==> src/reference_table_stream_parser_defines.svh <==
`ifndef REFERENCE_TABLE_STREAM_PARSER_DEFINES_SVH
`define REFERENCE_TABLE_STREAM_PARSER_DEFINES_SVH

// condition holds in the same cycle
`define RTSP_ASSERT_NOW(lbl, ante, cons, msg) \
  lbl: assert property (@(posedge clk) disable iff (rst) (ante) |-> (cons)) else $error(msg);

// condition holds in the next cycle
`define RTSP_ASSERT_NEXT(lbl, ante, cons, msg) \
  lbl: assert property (@(posedge clk) disable iff (rst) (ante) |=> (cons)) else $error(msg);

`endif

==> src/rtsp_pkg.sv <==
`timescale 1ns / 1ps
package rtsp_pkg;

  localparam int unsigned MAX_ARCHIVES = 4096;
  localparam int unsigned AW = $clog2(MAX_ARCHIVES);
  localparam int unsigned PW = AW + 1;
  localparam logic [31:0] ID_LIMIT = 32'd1000000;
  localparam logic [31:0] MAX_ARCH_VAL = 32'(MAX_ARCHIVES);
  localparam int unsigned QDEPTH = 8;
  localparam int unsigned QAW = $clog2(QDEPTH);
  localparam int unsigned QCW = $clog2(QDEPTH + 1);
  localparam int unsigned MAXREC = 3;

  typedef enum logic [3:0] {
    S_PROTO, S_TVER, S_FLAGS, S_ACOUNT, S_AIDS, S_NAMES, S_CRC, S_ALT,
    S_DIGEST, S_LENGTHS, S_VERS, S_FCOUNT, S_FIDS, S_FNAMES, S_IDLE
  } state_t;

  typedef enum logic [3:0] {
    K_PROTOCOL   = 4'd0,
    K_TABLEVER   = 4'd1,
    K_FLAGS      = 4'd2,
    K_ARCHIVEID  = 4'd3,
    K_NAMEHASH   = 4'd4,
    K_CRC        = 4'd5,
    K_ALTHASH    = 4'd6,
    K_ARCHVER    = 4'd7,
    K_FILECOUNT  = 4'd8,
    K_FILEID     = 4'd9,
    K_LARGEST    = 4'd10,
    K_DONE       = 4'd11,
    K_RANGEERROR = 4'd12,
    K_TRUNCATED  = 4'd13
  } kind_t;

  typedef struct packed {
    kind_t       kind;
    logic [19:0] index;
    logic [19:0] archive;
    logic [31:0] value;
    logic        last;
  } rec_t;

  typedef struct packed {
    logic [PW-1:0] pos;
    logic [19:0]   count;
    logic [19:0]   aid;
  } ent_t;

  function automatic rec_t mk_rec(kind_t k, logic [19:0] idx, logic [19:0] arch,
                                  logic [31:0] val);
    rec_t r;
    r.kind = k;
    r.index = idx;
    r.archive = arch;
    r.value = val;
    r.last = 1'b0;
    return r;
  endfunction

endpackage

==> src/rtsp_back.sv <==
`timescale 1ns / 1ps
module rtsp_back (
  input  logic           clk,
  input  logic           rst,
  input  rtsp_pkg::rec_t head,
  input  logic           head_valid,
  output logic           pop,
  output logic           rec_valid,
  input  logic           rec_ready,
  output rtsp_pkg::rec_t rec
);

  assign pop = head_valid && (!rec_valid || rec_ready);

  always_ff @(posedge clk) begin
    if (pop) rec <= head;
  end

  always_ff @(posedge clk) begin
    if (rst) begin
      rec_valid <= 1'b0;
    end else if (pop) begin
      rec_valid <= 1'b1;
    end else if (rec_ready) begin
      rec_valid <= 1'b0;
    end
  end

endmodule

==> config.mk <==
export PLATFORM = sky130hd
export DESIGN_NAME = rtsp_back
export DESIGN_NICKNAME = d
export VERILOG_FILES = /design/src/reference_table_stream_parser_defines.svh /design/src/rtsp_pkg.sv /design/src/rtsp_back.sv
export SDC_FILE = /design/constraint.sdc
export NUM_CORES = 1
export LEC_CHECK = 0
export ABC_AREA = 1
export BUFFER_PORTS_ARGS = -buffer_cell sky130_fd_sc_hd__buf_2
export CAP_MARGIN = 0
export CORE_ASPECT_RATIO = 1.1
export CORE_MARGIN = 3
export CORE_UTILIZATION = 37
export CTS_CLUSTER_DIAMETER = 100
export DETAILED_ROUTE_END_ITERATION = 10
export MAX_ROUTING_LAYER = met4
export PLACE_DENSITY = 0.8
export SYNTH_ARGS = -nofsm -noshare
export SYNTH_HDL_FRONTEND = slang
export SYNTH_SLANG_ARGS = --single-unit
==> constraint.sdc <==
create_clock -name clk -period 6.4 [get_ports clk]
set_clock_uncertainty 0.15 [all_clocks]
set_input_delay 1.28 -clock clk [delete_from_list [all_inputs] [get_ports clk]]
set_output_delay 1.28 -clock clk [all_outputs]
set_load 0.005 [all_outputs]
==> reports/metrics.csv, run 1 <==
stage;metric;value;unit
setup_path;r2r startpoint;rec_valid$_SDFFE_PP0P_;
drt;WL per Instance;14.78;µm
finish;final net count;335;
clock_network;post_cts resized;0;
timing;Tcrit/Tclk final;61.62;%
clock_network;CTS Buf Count;9;
clock_network;Skew-Pair Late Insertion Delay;330;ps
die;die area;7373;µm²
die;Initial Utilization;39.41;%
yosys;Synth Area in XOR/XNOR;0;%
clock_network;Hold Buf Count CTS;0;
global_route;number of global-route vias before repair;1456;
pwr;Power, Total;1065;µW
yosys;most frequent cell after synthesis;edfxtp_1;
setup_path;slowest stage delay, CP;710;ps
yosys;area share of fa/ha/maj cells after synthesis;0;%
yosys;Mapped Cells;83;
setup_path;Startpoint Class;primary input;
clock_network;post-CTS setup buffers;0;
placed_design;post-place instance area;3271;µm²
yosys;Yosys top cell area share;97.99;%
yosys;Synth Register Bits;78;
die;core area;5987;µm²
finish;layout filler cell count;495;
timing;fin. max-slew vios;0;
yosys;distinct cell type count after synthesis;7;
yosys;yosys warns;0;
placed_design;half-perimeter wire length after placement;3883;µm
setup_path;WP data arrival;2510;ps
drt;initial DRC count;42;
setup_path;Reg2Reg Setup Slack;4620;ps
clock_network;CTS sink cnt;78;
pwr;Int Pwr;853.6;µW
clock_network;TritonCTS clock tree;done;
timing;worst-margin pin slew;912.8;ps
yosys;Post-synth EDFFs;77;
timing;RSZ-0062 raised after global routing;no;
die;Die Wd;82.15;µm
finish;Area growth syn-to-layout;47.99;%
clock_network;CTS Root Cell;clkbuf_8;
setup_path;crit path launch;head_valid;
die;IO Count;160;
pwr;Switching Share;19.83;%
pwr;worst vdd ir;189.0;µV
pwr;Seq pwr share;56.7;%
setup_path;Worst setup EP type;primary output;
yosys;Synth area leaders;edfxtp_1, dfxtp_1, a21oi_2;
timing;Max Freq;253.6;MHz
drt;Antenna Violating Nets Remaining;0;
timing;Final WS setup;2456;ps
drt;via count;1435;
worst_hold_path;worst min-delay path startpoint;rec_valid$_SDFFE_PP0P_;
timing;Final Hold Violating Endpoints;0;
flow_run;max cap viols;0;
timing;Final Setup Violations;0;
global_route;first-pass GRT wire length;7334;µm
setup_path;reg2reg path depth;2;
die;Cell Rows;29;
yosys;largest family of logic cells by synthesized area;compound AO/OA/AOI/OAI gates;
pwr;combinational power share;6.6;%
setup_path;crit-path cells;buf_2 -> inv_1 -> a21oi_4 -> buf_4 -> buf_2;
setup_path;reg-to-reg endpoint;rec[65]$_DFFE_PP_;
clock_network;Worst-path clk slew;70;ps
clock_network;H-tree depth;3;
global_route;gr ovfl total;0;
die;DIE HEIGHT;89.76;µm
timing;Slew Limit Headroom;39.14;%
global_route;GRT Total Usage;14.41;%
yosys;area leader, netlist;edfxtp_1;
clock_network;clk buf depth;2;
pwr;Net Sw Power;211.1;µW
pwr;Cell Pwr Density;304.9;nW/µm²
global_route;initial antenna violation count;0;
yosys;mux contribution to synthesized area;0;%
yosys;Syn Nets;164;
setup_path;CP Data Required Time;4970;ps
worst_hold_path;Hold Path Depth;2;
drt;vias per cell;4.271;
placed_design;Port-buffer cells;159;
worst_hold_path;Hold WC Path Type;reg2reg;
finish;ANT cells;0;
yosys;Cell Area, Synth;2360;µm²
finish;layout cell share with drive strength beyond 1;69.11;%
pwr;leakage;0.001508;µW
setup_path;CP most frequent cell;buf_2;
timing;Setup TNS;0;ps
drt;Post-route DRC;0;
status;run status;completed;
finish;cell area after layout;3492;µm²
drt;WL final;4967;µm
pwr;clock power share;36.7;%
yosys;Syn Area/Cell;28.43;µm²
yosys;area fraction in compound gates after synthesis;0.5832;%
global_route;pin count of the biggest net entering global routing;79;
drt;DR pass1 iterations;3;
timing;fin crit period;3944;ps
placed_design;Post-Place Setup Slack;2426;ps
placed_design;gpl congestion;0.6767;
setup_path;Worst Setup EP;pop;
setup_path;CP max stage cell;buf_4;
yosys;Post-synth ARST share;0;%
finish;Final Util;58.33;%
setup_path;crit path max fanout;78;
setup_path;Critical Setup Path Class;in2out;
yosys;ys flop type;edfxtp_1;
yosys;simple-gate share of the synthesized area;0.2651;%
yosys;sequential area share after synthesis;98.83;%
metrics by stage:
| step | hold WS (ps) | instances |
|---|---|---|
| after floorplan | 328.8 | 83 |
| after global placement | 345.1 | 320 |
| after detailed placement | 360.6 | 320 |
| after CTS | 380.5 | 336 |
| after global routing | 397.8 | 336 |
| final | 377.3 | 336 |
power groups by stage:
stage | logic [µW] | registers [µW] | clock network, µW
3_5_place_dp | 72.3 | 616 | 0
5_1_grt | 78.7 | 607 | 426
3_3_place_gp | 70.2 | 614 | 0
2_1_floorplan | 10.1 | 622 | 0
4_1_cts | 72.5 | 604 | 401
6_report | 70.7 | 604 | 390
layer usage:
layer	global-route usage, %	part of all wire (%)	up-vias
met5	-	0	-
met4	7.479	1.8	0
met3	4.900	11	11
met2	22.84	51	100
met1	15.80	36	648
li1	-	-	676
cells by family (layout without fill, tap and decap cells):
group	count (synthesis)	in the layout
DFF	78	78
AOI/OAI and AO/OA	2	2
buffers and inverters	2	178
and+or+nand+nor	1	1
sequential cells by signal (all words and copies together) (netlist names):
| register | cells |
|---|---|
| rec_valid | 1 |
| rec | 77 |
area by class of cell:
cell class	instances	area [µm²]	share of cell area (%)
Clock buffer	9	123.9	3.547
Clock inverter	7	97.59	2.795
Inverter	2	7.507	0.2150
Multi-Input combinational cell	3	31.28	0.8957
Sequential cell	78	2332	66.79
Tap cell	77	96.34	2.759
Timing Repair Buffer	160	803.3	23.00
how the worst min path moves through the flow:
stage / endpoint / slack [ps]
5_1_grt: rec_valid$_SDFFE_PP0P_ / 400
3_5_place_dp: rec_valid$_SDFFE_PP0P_ / 360
6_report: rec_valid$_SDFFE_PP0P_ / 380
2_1_floorplan: rec_valid$_SDFFE_PP0P_ / 330
3_3_place_gp: rec_valid$_SDFFE_PP0P_ / 350
4_1_cts: rec_valid$_SDFFE_PP0P_ / 380
critical path, delay by kind of cell:
family | cells | cell delay (ps)
compound gates | 1 | 100
buf+inv | 4 | 1110
placed cells by master, fill, tap and decap left out, types with 2 or more instances in the layout:
| cell type | n |
|---|---|
| clkinv_4 | 2 |
| bufinv_16 | 2 |
| edfxtp_1 | 77 |
| buf_2 | 159 |
| clkbuf_8 | 9 |
Power figures use the tool's default switching activity.
==> run 2: changes to the inputs <==
==> constraint.sdc (replaced) <==
create_clock -name clk -period 3.45 [get_ports clk]
set_clock_uncertainty 0.15 [all_clocks]
set_input_delay 0.69 -clock clk [delete_from_list [all_inputs] [get_ports clk]]
set_output_delay 0.69 -clock clk [all_outputs]
set_load 0.005 [all_outputs]
==> run 2 against run 1 <==
Compared with the run above: clock-buffer cell count stayed put; worst hold slack worse by 3.5 ps; clock power increased by 55%; die area did not move; via count decreased by 0.42%; register-to-register slack worse by 2800 ps; sequential cell count unchanged; first-iteration DRC count is 14% lower; largest power group unchanged.
==> reports/metrics.csv, run 2 (same netlist as run 1, synthesis figures left out) <==
stage;metric;value;unit;change
status;run status;completed;;unchanged
die;die area;7373;µm²;unchanged
setup_path;crit path max fanout;11;;was 78
finish;top flop regs;rec x77, rec_valid x1;;unchanged
clock_network;Hold Buf Count CTS;0;;unchanged
global_route;GRT Total Usage;13.79;%;was 14.41%
clock_network;post_cts resized;0;;unchanged
placed_design;half-perimeter wire length after placement;3735;µm;was 3883 µm
pwr;leakage;0.001493;µW;was 0.001508 µW
placed_design;Port-buffer cells;159;;unchanged
die;Die Wd;82.15;µm;unchanged
setup_path;Worst setup EP type;primary output;;unchanged
clock_network;clk buf depth;2;;unchanged
finish;flip-flop count of the largest register after layout;77;;unchanged
finish;layout cell share with drive strength beyond 1;68.22;%;was 69.11%
clock_network;Worst-path clk slew;70;ps;about the same
global_route;initial antenna violation count;0;;unchanged
timing;Tcrit/Tclk final;63.36;%;
setup_path;Startpoint Class;primary input;;unchanged
clock_network;Skew-Pair Late Insertion Delay;320;ps;was 330 ps
global_route;number of global-route vias before repair;1450;;was 1456
setup_path;CP Data Required Time;2610;ps;was 4970 ps
pwr;Cell Pwr Density;536.2;nW/µm²;was 304.9 nW/µm²
drt;vias per cell;4.266;;was 4.271
clock_network;CTS Root Cell;clkbuf_8;;unchanged
timing;fin. max-slew vios;0;;unchanged
setup_path;CP max stage cell;a21oi_4;;was buf_4
timing;RSZ-0062 raised after global routing;no;;unchanged
timing;Max Freq;457.5;MHz;
global_route;first-pass GRT wire length;7093;µm;was 7334 µm
drt;initial DRC count;36;;was 42
flow_run;max cap viols;0;;unchanged
timing;fin crit period;2186;ps;
pwr;worst vdd ir;324.5;µV;was 189.0 µV
finish;Final Util;57.81;%;was 58.33%
drt;Antenna Violating Nets Remaining;0;;unchanged
worst_hold_path;Hold Path Depth;2;;unchanged
worst_hold_path;Hold WC Path Type;in2reg;;was reg2reg
finish;ANT cells;0;;unchanged
drt;via count;1429;;was 1435
clock_network;CTS sink cnt;78;;unchanged
placed_design;gpl congestion;0.6964;;was 0.6767
die;Cell Rows;29;;unchanged
finish;commonest non-fill, non-tap cell in the layout;buf_2;;unchanged
global_route;pin count of the biggest net entering global routing;69;;was 79
setup_path;CP most frequent cell;buf_2;;unchanged
clock_network;CTS Buf Count;9;;unchanged
timing;Final Hold Violating Endpoints;0;;unchanged
die;IO Count;160;;unchanged
finish;Area growth syn-to-layout;46.66;%;was 47.99%
setup_path;reg2reg path depth;2;;unchanged
drt;WL per Instance;14.10;µm;was 14.78 µm
timing;Setup TNS;0;ps;unchanged
drt;Post-route DRC;0;;unchanged
clock_network;TritonCTS clock tree;done;;unchanged
drt;WL final;4724;µm;was 4967 µm
timing;Slew Limit Headroom;74.69;%;was 39.14%
clock_network;post-CTS setup buffers;0;;unchanged
setup_path;Critical Setup Path Class;in2out;;unchanged
timing;worst-margin pin slew;378.8;ps;was 912.8 ps
die;DIE HEIGHT;89.76;µm;unchanged
die;Initial Utilization;39.41;%;unchanged
setup_path;WP data arrival;1350;ps;was 2510 ps
finish;Reg with most FFs;rec;;unchanged
finish;commonest non-fill, non-tap cells in the layout;buf_2, edfxtp_1, clkbuf_8;;unchanged
die;core area;5987;µm²;unchanged
timing;Final Setup Violations;0;;unchanged
setup_path;slowest stage delay, CP;330;ps;was 710 ps
setup_path;crit-path cells;buf_2 -> inv_1 -> a21oi_4 -> buf_2;;was buf_2 -> inv_1 -> a21oi_4 -> buf_4 -> buf_2
global_route;gr ovfl total;0;;unchanged
clock_network;H-tree depth;3;;unchanged
finish;final net count;335;;unchanged
drt;DR pass1 iterations;4;;was 3
[run 2: changes by cell type in the layout (fill, tap and decap cells not counted), sizes merged]
| cell | delta |
|---|---|
| bufinv | -1 |
| clkinv | +1 |
| inv | -1 |
[run 2: critical path, delay by kind of cell]
kind                   cells  cell delay [ps]
buffers and inverters      3              320
AO/OA/AOI/OAI              1              330
[run 2: metrics by stage]
step                      instance area [µm²]  setup slack, ps  cells  hold slack (ps)  power, µW
after floorplan                          2371            539.6     83            351.2       1172
after global placement                   3283             1279    320            343.1       1271
after detailed placement                 3283             1261    320            358.5       1277
after CTS                                3461             1260    335            344.0       1886
after global routing                     3461             1210    335            346.3       1952
final                                    3461             1264    335            373.9       1856
[run 2: where the power goes]
group / total [µW] / internal, µW / switching [µW]
registers: 1120 / 1110 / 12.2
clock network: 604 / 321 / 282
logic: 133 / 68.9 / 63.9
[run 2: per-layer routing]
| metal | track usage, % | share of wire, % | vias to the layer above |
|---|---|---|---|
| met4 | 8.310 | 1.7 | 0 |
| met1 | 16.45 | 37 | 650 |
| met3 | 4.600 | 12 | 7 |
| met5 | - | 0 | - |
| met2 | 20.01 | 49 | 101 |
| li1 | - | - | 671 |
[run 2: area by class of cell]
type	count	area [µm²]
Clock buffer	9	123.9
Multi-Input combinational cell	3	31.28
Timing Repair Buffer	160	815.8
Inverter	2	7.507
Clock inverter	6	53.80
Sequential cell	78	2332
Fill cell	486	2526
Tap cell	77	96.34
[run 2: path summary, 6_finish.rpt]
check	startpoint	slack [ps]	end
worst min-delay path	rst	370	rec_valid$_SDFFE_PP0P_
worst max-delay path	head_valid	1260	pop
worst max register to register	rec_valid$_SDFFE_PP0P_	1850	rec[50]$_DFFE_PP_
worst min register to register	rec_valid$_SDFFE_PP0P_	380	rec_valid$_SDFFE_PP0P_
==> run 3: changes to the inputs <==
--- a/config.mk
+++ b/config.mk
@@ -10,11 +10,11 @@
 export CAP_MARGIN = 0
 export CORE_ASPECT_RATIO = 1.1
 export CORE_MARGIN = 3
-export CORE_UTILIZATION = 37
+export CORE_UTILIZATION = 41
 export CTS_CLUSTER_DIAMETER = 100
 export DETAILED_ROUTE_END_ITERATION = 10
 export MAX_ROUTING_LAYER = met4
-export PLACE_DENSITY = 0.8
+export PLACE_DENSITY = 0.84
 export SYNTH_ARGS = -nofsm -noshare
 export SYNTH_HDL_FRONTEND = slang
 export SYNTH_SLANG_ARGS = --single-unit
==> constraint.sdc (replaced) <==
create_clock -name clk -period 2.15 [get_ports clk]
set_clock_uncertainty 0.15 [all_clocks]
set_input_delay 0.43 -clock clk [delete_from_list [all_inputs] [get_ports clk]]
set_output_delay 0.43 -clock clk [all_outputs]
set_load 0.005 [all_outputs]
==> run 3 against run 2 <==
Compared with the run above: routed wire length rose by 8.3%; worst hold slack worse by 290 ps; register-to-register slack got worse by 1000 ps; non-clock buffer count grew 1.
==> reports/metrics.csv, run 3 (same netlist as run 1, synthesis figures left out) <==
stage;metric;value;unit;change
drt;metal2 WL;2596;µm;was 2313 µm
pwr;combinational power share;7.0;%;was 7.2%
finish;layout filler cell count;415;;was 486
drt;wl on met1;1811;µm;was 1749 µm
drt;Antenna Violating Nets Remaining;0;;unchanged
global_route;number of global-route vias before repair;1555;;was 1450
timing;Max Freq;606.7;MHz;
timing;fin crit period;1648;ps;
global_route;gr ovfl total;0;;unchanged
timing;Final WS setup;501.8;ps;was 1264 ps
setup_path;slowest stage delay, CP;350;ps;was 330 ps
drt;WL per Instance;15.27;µm;was 14.10 µm
global_route;first-pass GRT wire length;7576;µm;was 7093 µm
global_route;GRT Total Usage;16.60;%;was 13.79%
pwr;Cell Pwr Density;904.9;nW/µm²;was 536.2 nW/µm²
clock_network;CTS Buf Count;9;;unchanged
timing;worst-margin pin slew;226.9;ps;was 378.8 ps
finish;Area growth syn-to-layout;49.79;%;was 46.66%
pwr;clock power share;36.9;%;was 32.5%
die;IO Count;160;;unchanged
timing;RSZ-0062 raised after global routing;no;;unchanged
pwr;Int Pwr;2550;µW;was 1497 µW
clock_network;Worst-path clk slew;80;ps;was 70 ps
clock_network;H-tree depth;3;;unchanged
finish;flip-flop count of the largest register after layout;77;;unchanged
die;DIE HEIGHT;85.57;µm;was 89.76 µm
pwr;Net Sw Power;648.8;µW;was 358.6 µW
die;Initial Utilization;43.18;%;was 39.41%
drt;WL met3;637;µm;was 582 µm
timing;Final Setup Violations;0;;unchanged
setup_path;Startpoint Class;register;;was primary input
flow_run;max cap viols;0;;unchanged
setup_path;Worst setup EP type;primary output;;unchanged
timing;Final Hold Violating Endpoints;0;;unchanged
timing;Tcrit/Tclk final;76.66;%;
finish;layout cell share with drive strength beyond 1;70.00;%;was 68.22%
setup_path;CP max stage cell;dfxtp_1;;was a21oi_4
finish;commonest non-fill, non-tap cell in the layout;buf_2;;unchanged
clock_network;TritonCTS clock tree;done;;unchanged
timing;Setup TNS;0;ps;unchanged
global_route;pin count of the biggest net entering global routing;44;;was 69
pwr;Switching Share;20.28;%;was 19.32%
setup_path;WP data arrival;1070;ps;was 1350 ps
drt;WL final;5117;µm;was 4724 µm
clock_network;post_cts resized;0;;unchanged
status;run status;completed;;unchanged
setup_path;CP Data Required Time;1570;ps;was 2610 ps
drt;DR pass1 iterations;4;;unchanged
setup_path;Critical Setup Path Class;reg2out;;was in2out
die;core area;5465;µm²;was 5987 µm²
placed_design;placed cells;319;;was 320
pwr;worst vdd ir;556.7;µV;was 324.5 µV
drt;vias per cell;4.266;;unchanged
finish;sequential cell area;2332;µm²;unchanged
die;Cell Rows;28;;was 29
clock_network;CTS Root Cell;clkbuf_8;;unchanged
clock_network;Hold Buf Count CTS;0;;unchanged
drt;initial DRC count;52;;was 36
drt;highest metal used;met4;;unchanged
die;die area;6703;µm²;was 7373 µm²
worst_hold_path;Hold WC Path Type;in2reg;;unchanged
placed_design;gpl congestion;0.7528;;was 0.6964
pwr;Seq pwr share;56.1;%;was 60.3%
pwr;leakage;0.001528;µW;was 0.001493 µW
finish;Reg with most FFs;rec;;unchanged
clock_network;CTS sink cnt;78;;unchanged
clock_network;clk buf depth;2;;unchanged
global_route;initial antenna violation count;0;;unchanged
timing;Slew Limit Headroom;84.88;%;was 74.69%
drt;Post-route DRC;0;;unchanged
finish;final net count;336;;was 335
setup_path;crit path max fanout;3;;was 11
finish;ANT cells;0;;unchanged
clock_network;Skew-Pair Late Insertion Delay;340;ps;was 320 ps
drt;via count;1429;;unchanged
finish;Non-Filler Instances;335;;unchanged
die;Die Wd;78.34;µm;was 82.15 µm
finish;commonest non-fill, non-tap cells in the layout;buf_2, edfxtp_1, clkbuf_8;;unchanged
placed_design;Post-Place Setup Slack;536.7;ps;was 1261 ps
placed_design;half-perimeter wire length after placement;3969;µm;was 3735 µm
finish;top flop regs;rec x77, rec_valid x1;;unchanged
timing;Hold Slack;85.42;ps;was 373.9 ps
placed_design;Port-buffer cells;159;;unchanged
setup_path;crit-path cells;a21oi_4 -> buf_2;;was buf_2 -> inv_1 -> a21oi_4 -> buf_2
clock_network;post-CTS setup buffers;0;;unchanged
timing;fin. max-slew vios;0;;unchanged
finish;area of the multi-input gates;31.28;µm²;unchanged
[run 3: changes by cell type in the layout (fill, tap and decap cells not counted), sizes merged]
cell	previous run	this run
bufinv	1	2
inv	2	3
clkinv	4	3
buf	160	161
[run 3: power groups by stage]
stage                     Sequential (µW)  Clock [µW]  Combinational, µW
after floorplan                      1850           0               33.0
after global placement               1830           0                222
after detailed placement             1830           0                229
after CTS                            1800        1210                229
after global routing                 1800        1280                248
final                                1790        1180                224
[run 3: path summary, 6_finish.rpt]
path	start	cells past startpoint	slack (ps)	to
worst max-delay path	rec_valid$_SDFFE_PP0P_	2	500	pop
worst min-delay path	rst	2	90	rec_valid$_SDFFE_PP0P_
worst max register to register	rec_valid$_SDFFE_PP0P_	2	830	rec[74]$_DFFE_PP_
worst min register to register	rec_valid$_SDFFE_PP0P_	2	350	rec_valid$_SDFFE_PP0P_
[run 3: stage by stage]
step	instance area (µm²)	util [%]	total power, µW
after floorplan	2384	-	1881
after global placement	3313	60.62	2048
after CTS	3535	64.67	3236
final	3535	64.67	3199
after global routing	3535	64.67	3327
after detailed placement	3313	60.62	2059
[run 3: layout make-up]
class	instances	area share, %
clock inverter	7	2.761
tap	75	2.655
clock buffer	9	3.504
timing repair buffer	161	23.65
sequential	78	65.98
inverter	2	0.5664
multi-input combinational	3	0.8850
[run 3: per-layer routing]
metal | track usage (%) | vias to the layer above
li1 | - | 678
met1 | 17.76 | 646
met2 | 25.55 | 97
met3 | 8.929 | 8
met4 | 7.472 | 0
met5 | - | -
[run 3: critical path: cells and delay by family, from the launching register on]
family                 cells  cell delay, ps
flip-flops                 1             350
AO/OA/AOI/OAI              1             220
buffers and inverters      1             160
